[src/horizon_packet_frame_parser_top_defines.svh]
// Assertion macros for the horizon packet frame parser.
// Used by the top level only; expects clk and rst_n in scope.
`ifndef HORIZON_PACKET_FRAME_PARSER_TOP_DEFINES_SVH
`define HORIZON_PACKET_FRAME_PARSER_TOP_DEFINES_SVH

// same-cycle implication
`define HFP_ASSERT_NOW(label, ante, cons) \
  label: assert property (@(posedge clk) disable iff (!rst_n) (ante) |-> (cons)) \
    else $error("hfp check failed: same-cycle implication");

// next-cycle implication
`define HFP_ASSERT_NEXT(label, ante, cons) \
  label: assert property (@(posedge clk) disable iff (!rst_n) (ante) |=> (cons)) \
    else $error("hfp check failed: next-cycle implication");

`endif

[src/hfp_pkg.sv]
// Shared types, codes and the frame unpack function for the packet frame parser.
// No dependencies.
package hfp_pkg;

  localparam int HFP_QDEPTH = 4;
  localparam int HFP_QPTR_W = $clog2(HFP_QDEPTH);
  localparam int HFP_QCNT_W = $clog2(HFP_QDEPTH + 1);

  localparam logic [1:0] KIND_MATRIX  = 2'd0;
  localparam logic [1:0] KIND_SEGMENT = 2'd1;
  localparam logic [1:0] KIND_STATUS  = 2'd2;

  localparam logic [2:0] ST_VALID      = 3'd0;
  localparam logic [2:0] ST_VERSION    = 3'd1;
  localparam logic [2:0] ST_SHORT      = 3'd2;
  localparam logic [2:0] ST_MATRIX_TRC = 3'd3;
  localparam logic [2:0] ST_NO_SEG_CNT = 3'd4;
  localparam logic [2:0] ST_SIZE       = 3'd5;

  typedef struct packed {
    logic [7:0] data_byte;
    logic       end_of_packet;
  } hfp_in_t;

  typedef struct packed {
    logic [1:0]  kind;
    logic [9:0]  msg_count;
    logic [5:0]  head_bits;
    logic [5:0]  part0_class;
    logic [11:0] part0_value;
    logic [5:0]  part1_class;
    logic [11:0] part1_value;
    logic [5:0]  part2_class;
    logic [11:0] part2_value;
    logic [2:0]  status;
    logic        last;
  } hfp_out_t;

  // front -> back command: an optional frame, then an optional status
  typedef struct packed {
    logic        has_frame;
    logic        seg;
    logic [63:0] frame;      // byte 0 in [63:56]
    logic        has_status;
    logic [2:0]  status;
  } hfp_cmd_t;

  function automatic hfp_out_t hfp_decode_frame(input logic [63:0] f, input logic seg);
    hfp_out_t   o;
    logic [7:0] hi;
    logic [7:0] lo;
    o           = '0;
    o.kind      = seg ? KIND_SEGMENT : KIND_MATRIX;
    o.msg_count = {f[63:56], f[55:54]};
    o.head_bits = f[53:48];
    for (int i = 0; i < 3; i++) begin
      hi = f[47 - 16*i -: 8];
      lo = f[39 - 16*i -: 8];
      if (seg) begin
        if (i == 0) begin o.part0_class = lo[5:0]; o.part0_value = {2'b00, hi, lo[7:6]}; end
        if (i == 1) begin o.part1_class = lo[5:0]; o.part1_value = {2'b00, hi, lo[7:6]}; end
        if (i == 2) begin o.part2_class = lo[5:0]; o.part2_value = {2'b00, hi, lo[7:6]}; end
      end else begin
        if (i == 0) begin o.part0_class = {2'b00, hi[7:4]}; o.part0_value = {hi[3:0], lo}; end
        if (i == 1) begin o.part1_class = {2'b00, hi[7:4]}; o.part1_value = {hi[3:0], lo}; end
        if (i == 2) begin o.part2_class = {2'b00, hi[7:4]}; o.part2_value = {hi[3:0], lo}; end
      end
    end
    return o;
  endfunction

endpackage

[src/horizon_packet_frame_parser_top.sv]
// Top level of the horizon packet frame parser: config register, front, queue, back.
// Depends on hfp_pkg, hfp_front, hfp_queue, hfp_back and the defines header.
//
//   channel | ports                          | accepted when
//   --------+--------------------------------+----------------------------
//   input   | in_push, in_item, in_full      | in_push && !in_full
//   result  | out_empty, out_item, out_pop   | out_pop && !out_empty
//   config  | cfg_valid, cfg_data, cfg_ready | cfg_valid && cfg_ready
//
// One byte is taken per cycle while in_full is low; results reach out_item via the
// command queue and the back end's output register. The back end emits one item
// per cycle while out_pop keeps up; a frame byte ending a packet yields two items.
// Reset (rst_n low, synchronous) clears the parse state, queue and output
// valid; expected_version returns to 0. in_full rises only when the 4-entry
// command queue is full; out_pop stalls never block input until then.
`include "horizon_packet_frame_parser_top_defines.svh"

module horizon_packet_frame_parser_top
  import hfp_pkg::*;
(
  input  logic       clk,
  input  logic       rst_n,
  // input items
  input  logic       in_push,
  input  hfp_in_t    in_item,
  output logic       in_full,
  // result items
  output logic       out_empty,
  input  logic       out_pop,
  output hfp_out_t   out_item,
  // config write
  input  logic       cfg_valid,
  input  logic [7:0] cfg_data,
  output logic       cfg_ready
);

  logic [7:0] exp_version_r;
  logic       acc;
  logic       q_push;
  hfp_cmd_t   q_wcmd;
  logic       q_full;
  logic       q_pop;
  hfp_cmd_t   q_head;
  logic       q_empty;

  // single config register, always writable
  assign cfg_ready = 1'b1;

  always_ff @(posedge clk) begin
    if (!rst_n) begin
      exp_version_r <= '0;
    end else if (cfg_valid && cfg_ready) begin
      exp_version_r <= cfg_data;
    end
  end

  // a byte is taken whenever the queue has room for what it may produce
  assign in_full = q_full;
  assign acc     = in_push && !q_full;

  hfp_front u_front (
    .clk         (clk),
    .rst_n       (rst_n),
    .acc         (acc),
    .in_item     (in_item),
    .exp_version (exp_version_r),
    .q_push      (q_push),
    .q_cmd       (q_wcmd)
  );

  hfp_queue u_queue (
    .clk   (clk),
    .rst_n (rst_n),
    .push  (q_push),
    .wdata (q_wcmd),
    .full  (q_full),
    .pop   (q_pop),
    .rdata (q_head),
    .empty (q_empty)
  );

  hfp_back u_back (
    .clk       (clk),
    .rst_n     (rst_n),
    .q_head    (q_head),
    .q_empty   (q_empty),
    .q_pop     (q_pop),
    .out_empty (out_empty),
    .out_pop   (out_pop),
    .out_item  (out_item)
  );

  // no command is ever offered to a full queue
  `HFP_ASSERT_NOW(a_no_overflow, q_push, !q_full)
  // only status items carry last
  `HFP_ASSERT_NOW(a_last_on_status, !out_empty, out_item.last == (out_item.kind == KIND_STATUS))
  // kind is never the unused code
  `HFP_ASSERT_NOW(a_kind_legal, !out_empty, out_item.kind <= KIND_STATUS)
  // an empty queue and an idle output mean nothing is shown next cycle
  `HFP_ASSERT_NEXT(a_drain, out_empty && q_empty, out_empty)

endmodule

[src/hfp_front.sv]
// Front end: byte-level packet parser that builds frame/status commands.
// Depends on hfp_pkg.
module hfp_front
  import hfp_pkg::*;
(
  input  logic     clk,
  input  logic     rst_n,
  input  logic     acc,
  input  hfp_in_t  in_item,
  input  logic [7:0] exp_version,
  output logic     q_push,
  output hfp_cmd_t q_cmd
);

  typedef enum logic [7:0] {
    PH_VERSION = 8'b0000_0001,
    PH_MCNT_HI = 8'b0000_0010,
    PH_MCNT_LO = 8'b0000_0100,
    PH_MATRIX  = 8'b0000_1000,
    PH_SCNT_HI = 8'b0001_0000,
    PH_SCNT_LO = 8'b0010_0000,
    PH_SEGMENT = 8'b0100_0000,
    PH_AFTER   = 8'b1000_0000
  } hfp_phase_t;

  localparam logic [19:0] TOTAL_MAX = 20'hFFFFF;

  hfp_phase_t  phase_r, phase_nxt;
  logic [19:0] total_r, total_nxt;
  logic [2:0]  idx_r, idx_nxt;
  logic [15:0] mcnt_r, mcnt_nxt;
  logic [15:0] scnt_r, scnt_nxt;
  logic [15:0] left_r, left_nxt;
  logic        ver_ok_r, ver_ok_nxt;
  logic [7:0]  fb_r [7];
  logic        fb_we;
  logic        emit;
  logic [19:0] exp_size;
  logic [2:0]  status;
  logic [7:0]  b;

  assign b = in_item.data_byte;

  always_comb begin
    phase_nxt  = phase_r;
    total_nxt  = total_r;
    idx_nxt    = idx_r;
    mcnt_nxt   = mcnt_r;
    scnt_nxt   = scnt_r;
    left_nxt   = left_r;
    ver_ok_nxt = ver_ok_r;
    fb_we      = 1'b0;
    emit       = 1'b0;
    if (acc) begin
      if (total_r != TOTAL_MAX) total_nxt = total_r + 20'd1;
      case (phase_r)
        PH_VERSION: begin
          ver_ok_nxt = (b == exp_version);
          phase_nxt  = PH_MCNT_HI;
        end
        PH_MCNT_HI: begin
          mcnt_nxt  = {8'h00, b};
          phase_nxt = PH_MCNT_LO;
        end
        PH_MCNT_LO: begin
          mcnt_nxt  = {mcnt_r[7:0], b};
          left_nxt  = {mcnt_r[7:0], b};
          idx_nxt   = '0;
          phase_nxt = ({mcnt_r[7:0], b} != 16'd0) ? PH_MATRIX : PH_SCNT_HI;
        end
        PH_MATRIX, PH_SEGMENT: begin
          if (idx_r != 3'd7) begin
            fb_we   = 1'b1;
            idx_nxt = idx_r + 3'd1;
          end else begin
            emit     = 1'b1;
            idx_nxt  = '0;
            left_nxt = left_r - 16'd1;
            if (left_r == 16'd1)
              phase_nxt = (phase_r == PH_SEGMENT) ? PH_AFTER : PH_SCNT_HI;
          end
        end
        PH_SCNT_HI: begin
          scnt_nxt  = {8'h00, b};
          phase_nxt = PH_SCNT_LO;
        end
        PH_SCNT_LO: begin
          scnt_nxt  = {scnt_r[7:0], b};
          left_nxt  = {scnt_r[7:0], b};
          idx_nxt   = '0;
          phase_nxt = ({scnt_r[7:0], b} != 16'd0) ? PH_SEGMENT : PH_AFTER;
        end
        default: ;
      endcase
    end

    // status reflects the state after this byte
    exp_size = 20'd5 + {1'b0, mcnt_nxt, 3'b000} + {1'b0, scnt_nxt, 3'b000};
    if (!ver_ok_nxt)                                    status = ST_VERSION;
    else if (total_nxt < 20'd4)                         status = ST_SHORT;
    else if (phase_nxt inside {PH_MCNT_HI, PH_MCNT_LO, PH_MATRIX}) status = ST_MATRIX_TRC;
    else if (phase_nxt inside {PH_SCNT_HI, PH_SCNT_LO}) status = ST_NO_SEG_CNT;
    else if (phase_nxt != PH_AFTER)                     status = ST_SIZE;
    else if (total_nxt == exp_size)                     status = ST_VALID;
    else                                                status = ST_SIZE;

    if (acc && in_item.end_of_packet) begin
      phase_nxt  = PH_VERSION;
      total_nxt  = '0;
      idx_nxt    = '0;
      mcnt_nxt   = '0;
      scnt_nxt   = '0;
      left_nxt   = '0;
      ver_ok_nxt = 1'b0;
    end
  end

  assign q_push           = acc && (emit || in_item.end_of_packet);
  assign q_cmd.has_frame  = emit;
  assign q_cmd.seg        = (phase_r == PH_SEGMENT);
  assign q_cmd.frame      = {fb_r[0], fb_r[1], fb_r[2], fb_r[3], fb_r[4], fb_r[5], fb_r[6], b};
  assign q_cmd.has_status = in_item.end_of_packet;
  assign q_cmd.status     = status;

  always_ff @(posedge clk) begin
    if (!rst_n) begin
      phase_r  <= PH_VERSION;
      total_r  <= '0;
      idx_r    <= '0;
      mcnt_r   <= '0;
      scnt_r   <= '0;
      left_r   <= '0;
      ver_ok_r <= 1'b0;
    end else begin
      phase_r  <= phase_nxt;
      total_r  <= total_nxt;
      idx_r    <= idx_nxt;
      mcnt_r   <= mcnt_nxt;
      scnt_r   <= scnt_nxt;
      left_r   <= left_nxt;
      ver_ok_r <= ver_ok_nxt;
    end
  end

  // frame byte store, no reset: every entry is written before it is read
  always_ff @(posedge clk) begin
    if (fb_we) fb_r[idx_r] <= b;
  end

endmodule

[src/hfp_queue.sv]
// Short command queue between parser front and unpack back end.
// Depends on hfp_pkg.
module hfp_queue
  import hfp_pkg::*;
(
  input  logic     clk,
  input  logic     rst_n,
  input  logic     push,
  input  hfp_cmd_t wdata,
  output logic     full,
  input  logic     pop,
  output hfp_cmd_t rdata,
  output logic     empty
);

  hfp_cmd_t              mem_r [HFP_QDEPTH];
  logic [HFP_QPTR_W-1:0] wp_r, wp_nxt;
  logic [HFP_QPTR_W-1:0] rp_r, rp_nxt;
  logic [HFP_QCNT_W-1:0] cnt_r, cnt_nxt;
  logic                  do_push;
  logic                  do_pop;

  assign full    = (cnt_r == HFP_QCNT_W'(HFP_QDEPTH));
  assign empty   = (cnt_r == '0);
  assign do_push = push && !full;
  assign do_pop  = pop && !empty;
  assign rdata   = mem_r[rp_r];

  always_comb begin
    wp_nxt  = wp_r;
    rp_nxt  = rp_r;
    cnt_nxt = cnt_r;
    if (do_push) wp_nxt = (wp_r == HFP_QPTR_W'(HFP_QDEPTH - 1)) ? '0 : wp_r + 1'b1;
    if (do_pop)  rp_nxt = (rp_r == HFP_QPTR_W'(HFP_QDEPTH - 1)) ? '0 : rp_r + 1'b1;
    if (do_push && !do_pop)      cnt_nxt = cnt_r + 1'b1;
    else if (!do_push && do_pop) cnt_nxt = cnt_r - 1'b1;
  end

  always_ff @(posedge clk) begin
    if (!rst_n) begin
      wp_r  <= '0;
      rp_r  <= '0;
      cnt_r <= '0;
    end else begin
      wp_r  <= wp_nxt;
      rp_r  <= rp_nxt;
      cnt_r <= cnt_nxt;
    end
  end

  always_ff @(posedge clk) begin
    if (do_push) mem_r[wp_r] <= wdata;
  end

endmodule

[src/hfp_back.sv]
// Back end: unpacks queued commands into result items, one per cycle while out_pop keeps up.
// Depends on hfp_pkg.
module hfp_back
  import hfp_pkg::*;
(
  input  logic     clk,
  input  logic     rst_n,
  input  hfp_cmd_t q_head,
  input  logic     q_empty,
  output logic     q_pop,
  output logic     out_empty,
  input  logic     out_pop,
  output hfp_out_t out_item
);

  hfp_out_t out_r, out_nxt;
  logic     vld_r, vld_nxt;
  logic     fdone_r, fdone_nxt;   // frame half of head command already sent
  logic     load;
  hfp_out_t st_item;

  assign load = !vld_r || out_pop;

  always_comb begin
    st_item        = '0;
    st_item.kind   = KIND_STATUS;
    st_item.status = q_head.status;
    st_item.last   = 1'b1;

    out_nxt   = out_r;
    vld_nxt   = vld_r;
    fdone_nxt = fdone_r;
    q_pop     = 1'b0;
    if (load) begin
      if (!q_empty) begin
        vld_nxt = 1'b1;
        if (q_head.has_frame && !fdone_r) begin
          out_nxt = hfp_decode_frame(q_head.frame, q_head.seg);
          if (q_head.has_status) fdone_nxt = 1'b1;
          else                   q_pop     = 1'b1;
        end else begin
          out_nxt   = st_item;
          fdone_nxt = 1'b0;
          q_pop     = 1'b1;
        end
      end else begin
        vld_nxt = 1'b0;
      end
    end
  end

  always_ff @(posedge clk) begin
    if (!rst_n) begin
      vld_r   <= 1'b0;
      fdone_r <= 1'b0;
    end else begin
      vld_r   <= vld_nxt;
      fdone_r <= fdone_nxt;
    end
  end

  always_ff @(posedge clk) begin
    out_r <= out_nxt;
  end

  assign out_empty = !vld_r;
  assign out_item  = out_r;

endmodule

[config.mk]
export PLATFORM = sky130hd
export DESIGN_NAME = horizon_packet_frame_parser_top
export DESIGN_NICKNAME = d
export VERILOG_FILES = /design/src/hfp_pkg.sv /design/src/horizon_packet_frame_parser_top.sv /design/src/hfp_front.sv /design/src/hfp_queue.sv /design/src/hfp_back.sv
export VERILOG_INCLUDE_DIRS = /design/src /design/src/src
export SDC_FILE = /design/constraint.sdc
export NUM_CORES = 1
export LEC_CHECK = 0
export ABC_CLOCK_PERIOD_IN_PS = 8520
export BUFFER_PORTS_ARGS = -buffer_cell sky130_fd_sc_hd__buf_2
export CAP_MARGIN = 20
export CORE_UTILIZATION = 35
export CTS_CLUSTER_DIAMETER = 30
export DETAILED_ROUTE_END_ITERATION = 8
export MAX_ROUTING_LAYER = met4
export PLACE_DENSITY = 0.52
export SETUP_SLACK_MARGIN = 0.2
export SLEW_MARGIN = 0
export SYNTH_ARGS = -nofsm -noshare
export SYNTH_HDL_FRONTEND = slang
export SYNTH_SLANG_ARGS = --single-unit
[constraint.sdc]
create_clock -name clk -period 8.52 [get_ports clk]
set_clock_uncertainty 0.2 [all_clocks]
set_input_delay 1.704 -clock clk [delete_from_list [all_inputs] [get_ports clk]]
set_output_delay 1.704 -clock clk [all_outputs]
set_load 0.005 [all_outputs]
# Word level (Yosys, flattened, before mapping)
# Memory sizes are Yosys's and may differ from the RTL's. A register that Yosys moved wholly into a read port is not among the register bits.
# Cells that the tools add are included.
# Widths: inputs -> output; s select.
[totals]
ff_bits = 173
mem_bits_rw = 336
inputBits = 22
output_inout_bits = 79
wordCells = 154
memories = 2
[op_classes]
n_addsub = 9
n_lt_le_gt_ge = 1
eq_ne = 23
muxes = 53
bitwise_logic = 3
reduce_logical = 33
[mem_list]
columns = ["name", "depth", "word_bits", "rd", "rd_clocked_by_memory_dff", "write_ports", "line", "text"]
rows = [
  ["u_queue.mem_r", 4, 70, 1, 1, 1, "hfp_queue.sv:16", "hfp_cmd_t mem_r [HFP_QDEPTH];"],
  ["u_front.fb_r", 7, 8, 7, 0, 1, "hfp_front.sv:35", "logic [7:0] fb_r [7];"],
]
[ops]
columns = ["cell", "count"]
rows = [
  ["$mux 16", 6],
  ["$pmux 16 s2", 2],
  ["$pmux 16 s3", 1],
  ["$pmux 8 s6", 1],
  ["$mux 20", 2],
  ["$mux 8", 5],
  ["$reduce_bool 16->1", 2],
  ["$mux 3", 9],
  ["$mux 1", 21],
  ["$add 20x1->20 const B", 1],
  ["$add 20x19->20", 1],
  ["$add 3x19->20 const A", 1],
  ["$eq 20x20->1", 1],
  ["$lt 20x3->1 const B", 1],
  ["$ne 20x20->1 const B", 1],
  ["$eq 16x1->1 const B", 1],
  ["$eq 8x2->1 const B", 2],
  ["$eq 8x3->1 const B", 2],
  ["$eq 8x4->1 const B", 2],
  ["$eq 8x5->1 const B", 2],
  ["$eq 8x6->1 const B", 2],
  ["$sub 16x1->16 const B", 1],
  ["$eq 8x1->1 const B", 1],
  ["$eq 8x7->1 const B", 1],
  ["22 further kinds", 53],
]

# Depth between registers and ports, before layout
[logic_depth]
ltp_word = 13
depth_mapped = 19
depth_no_buf = 17

# Cells and area by module
# From an unflattened synthesis, not the netlist that was laid out.
[unflattened]
cells_unflattened = 1460
area_unflattened_um2 = 21790.9
[by_module_without_submodules]
columns = ["mod", "n_inst", "cells_per_inst", "area_per_inst_um2"]
rows = [
  ["hfp_queue", 1, 417, 10655.2],
  ["hfp_front", 1, 796, 7513.5],
  ["hfp_back", 1, 219, 3303.2],
  ["horizon_packet_frame_parser_top", 1, 28, 319.1],
]

# Least setup slack after synthesis
# OpenSTA, ideal clock, no wires.
[synth_path]
path_type = "input-to-reg"
startpoint = "input out_pop"
endpoint = "register u_queue.cnt_r[2]"
setup_ps = 76
t_arrival_ps = 7387
required_ps = 8244
slack_ps = 858
cell_stages = 9
path_buffers = 0
path_cell_list = "inv_1 > a21oi_1 > nand2_1 > ha_1 > inv_1 > fa_1 > xor2_1 > or3_1 > a21boi_0"
[synth_between]
elab_chain_len = 6
word_cells_on_any_way = 8
cone_classes = "mux (2); reduce/logical (6)"
[synth_lines]
columns = ["element", "line", "text"]
rows = [
  ["from (decl)", "horizon_packet_frame_parser_top.sv:29", "input logic out_pop,"],
  ["$logic_or 1x1->1 *", "hfp_back.sv:22", "assign load = !vld_r || out_pop;"],
  ["$mux 1 *", "hfp_back.sv:34", "if (load) begin"],
  ["$logic_and 1x1->1 *", "hfp_queue.sv:26", "assign do_pop = pop && !empty;"],
  ["$logic_not 1->1", "hfp_queue.sv:35", "if (do_push && !do_pop) cnt_nxt = cnt_r + 1'b1;"],
  ["$logic_and 1x1->1", "hfp_queue.sv:35", ""],
  ["$mux 3 / $reduce_bool 2->1 (equally long branches)", "--", ""],
  ["to (signal assigned)", "hfp_queue.sv:47", "cnt_r <= cnt_nxt;"],
  ["to (decl)", "hfp_queue.sv:19", "logic [HFP_QCNT_W-1:0] cnt_r, cnt_nxt;"],
]
# Every way passes the cells marked *; elsewhere a longest branch is shown, timed or not.
# A chain may end at the register's enable or synchronous reset.

==> out/qor.csv <==
metric,value,unit
hpwl,29400,um
stdcell_area,26700,um^2
setup_viol,0,
die_w,249,um
critPathLaunchType,input pin,
tightest_slew,1.10,ns
place_area,22700,um^2
power_frac_clock,48.7,%
reg2reg_slack,2.34,ns
status,"finished, final reports clean",
drv_cap,0,
clock_path_buffers,3,
swShare,25.6,%
htree_levels,3,
drtIter0Drc,903,
synth_flop_cell,edfxtp_1,
timing.final.crit_share,75.6,%
comb_power_share,15.3,%
hold_end,u_queue.mem_r[0][13],
fin_ws,2.08,ns
drv_slew,0,
seq_area_frac_synth,67.3,%
drive_gt1_share,24.2,%
die_y,249,um
power_frac_seq,36.0,%
synth_common_cells,"edfxtp_1 (412), nor2_1 (130), dfxtp_1 (99)",
core_area,60200,um^2
cts_setup_buffers,0,
via_per_inst,5.09,
clock.fmax,155,MHz
min_period,6.44,ns
post_cts_resized,0,
synth.distinct_cells,72,
slew_headroom,26.7,%
grt.total_usage,16.4,%
fin_setup_tns,0,ns
num_rows,90,
worst-r2r-cell-count,17,
gp_congestion,0.832,
reg2reg_from,u_queue.cnt_r[0],
leakagePower,9.67,nW
ant_nets,0,
clk_pin_slew,0.05,ns
overflow,0,
hold_viol_final,0,
yosysMostFrequentCell,edfxtp_1,
synth_top_area_share,58.0,%
worst-path-buf-inv,2,
ys_warn_count,0,
grt_max_degree,78,
slowest_stage,nor2_1,
critical_path_class,input pin to register,
dp.cells,2265,
portBuffers,99,
route.vias.total,12600,
ios,101,
rr_endpoint,u_queue.mem_r[0][0],
p_int,6.67,mW
avgSynthCellArea,14.9,um^2
design.die.area,61900,um^2
yosys-top-cells-area,"edfxtp_1 (58%), dfxtp_1 (9.3%), mux4_2 (7.3%)",
required,8.63,ns
diodes,0,
arrival,6.56,ns
async_reset_ff_share,0,%
drt_pass1_iterations,5,
syn-instance-count,1433,
hold_start,u_front.fb_r[6][1],
dp_slack,1.30,ns
rsz0062_at_grt,no,
clk_latency,0.65,ns
cp_max_fo,13,
critPathMaxStageDelay,0.64,ns
synthesis.area,21300,um^2
worstPathCellList,buf_2 > nand2_1 > nor2_1 > nor2_1 > buf_4 > mux2_2 > ha_1 > fa_1 > and3_1 > o21a_1 > o211ai_1 > nand2_1 > or3_1 > a211oi_2 > nand4_1 > nor4_2 > o21bai_1,
final_net_count,1647,
synth-seq-cells,511,
hp-class,register to register,
wl,49000,um
cts_tree,yes,
ctsHoldBuffers,0,
area_growth,25.1,%
end_kind,register,
cts_sinks,511,
peakVddDrop,0.200,mV
cts_buffers,109,
synth_top_area_cell,edfxtp_1,
synth-edff-count,412,
grt_pass1_wl,75500,um
crit_family,simple AND/OR/NAND/NOR gates,
root_buffer,clkbuf_16,
p_sw,2.30,mW
syn_nets,1484,
initial_core_util,35.4,%
hold_depth,0,
drcViolationCount,0,
grt_pass1_vias,13000,
routedWlPerCell,19.8,um
antenna_found_initial,2,
stdcell_count,2475,
power_density,336,nW/um^2
-- cell families (layout without fill, tap and decap cells) --
group                      Yosys count  after routing  share of synthesized area, %
xor gates and xnor gates            49             49                          2.41
adders and majority gates           29             29                          1.77
other                                1              1                        0.0176
muxes                              136            136                          10.5
buffers and inverters               87            347                          1.70
and+or+nand+nor                    429            429                          10.4
DFF                                511            511                          67.3
AOI/OAI and AO/OA                  191            191                          5.88
-- sequential cells by signal, summed over array words and instances, names as in the netlist, 2 cells and up, named ones only --
| signal | flops |
|---|---|
| u_front.mcnt_r | 16 |
| u_front.idx_r | 3 |
| u_queue.mem_r | 280 |
| u_queue.cnt_r | 3 |
| u_front.phase_r | 8 |
| u_front.total_r | 20 |
| u_queue.wp_r | 2 |
| u_queue.rp_r | 2 |
| u_back.out_item | 76 |
| u_front.fb_r | 56 |
| u_front.left_r | 16 |
| exp_version_r | 8 |
| u_front.scnt_r | 16 |
-- power by group through the flow --
stage	combinational, mW	sequential (mW)	clock (mW)
final	1.37	3.23	4.37
after floorplan	0.907	3.27	0
after detailed placement	1.41	3.28	0
after CTS	1.41	3.24	4.45
after global placement	1.39	3.28	0
after global routing	1.50	3.26	4.57
-- cells in the final DEF (no fill, tap or decap), drive strengths merged, types with 4 or more instances in the layout --
cell        n
nand3      15
nand2b      7
a21oi      53
nor2b      51
mux4       69
nor2      130
dfxtp      99
clkbuf    124
a211oi      9
and4       10
nand2      79
and3       22
o21ai      39
and2       34
or2         4
nor3       22
xnor3       5
or3         4
ha         27
nor4       22
a21o       11
buf       122
o211ai      7
a22o       18
edfxtp    412
nor4b       4
mux2i      57
bufinv     19
a31oi      10
xor2       20
mux2       10
clkinv     47
inv        24
clkinvlp   11
xnor2      23
a22oi      14
nand4      13
-- worst register-to-register path, delay by kind of cell, from the launching register on --
family / cells / cell delay, ns
buffers and inverters: 1 / 0.26
AND/OR/NAND/NOR: 9 / 3.10
AO/OA/AOI/OAI: 4 / 0.98
adder cells (fa/ha/maj): 2 / 0.61
multiplexers: 1 / 0.30
flip-flops: 1 / 0.41
-- how the worst max path moves through the flow --
| stage | start | end | slack [ns] | depth (start not counted) |
|---|---|---|---|---|
| after global placement | in_push | u_queue.mem_r[0][0] | 1.46 | 16 |
| final | in_push | u_queue.mem_r[0][0] | 2.08 | 17 |
| after global routing | in_push | u_queue.mem_r[0][0] | 1.76 | 17 |
| after CTS | in_push | u_queue.mem_r[0][0] | 1.94 | 16 |
| after floorplan | out_pop | u_queue.cnt_r[2] | 0.86 | 9 |
| after detailed placement | in_push | u_queue.mem_r[0][0] | 1.30 | 16 |
-- through the flow --
stage                     hold slack [ns]  power, mW  utilization, %
after floorplan                     0.257       4.18               -
after global placement              0.269       4.68            37.7
after CTS                           0.263       9.10            44.2
final                               0.264       8.97            44.2
after global routing                0.282       9.33            44.2
after detailed placement            0.280       4.69            37.7
-- final cells by class --
cell class	count	area, um^2
inverter	17	63.8
timing repair buffer	122	676
sequential	511	14400
multi-input combinational	835	6660
clock buffer	124	2860
clock inverter	84	1060
fill	5275	33600
tap	782	978
-- per-layer routing --
metal	vias up	global-route usage [%]	wire length (um)
met4	0	6.28	1110
met1	6325	20.3	21400
met5	-	-	0
met3	94	2.79	2120
met2	312	26.9	24400
li1	5873	-	-
No activity file was read; power rests on OpenSTA's default activity.
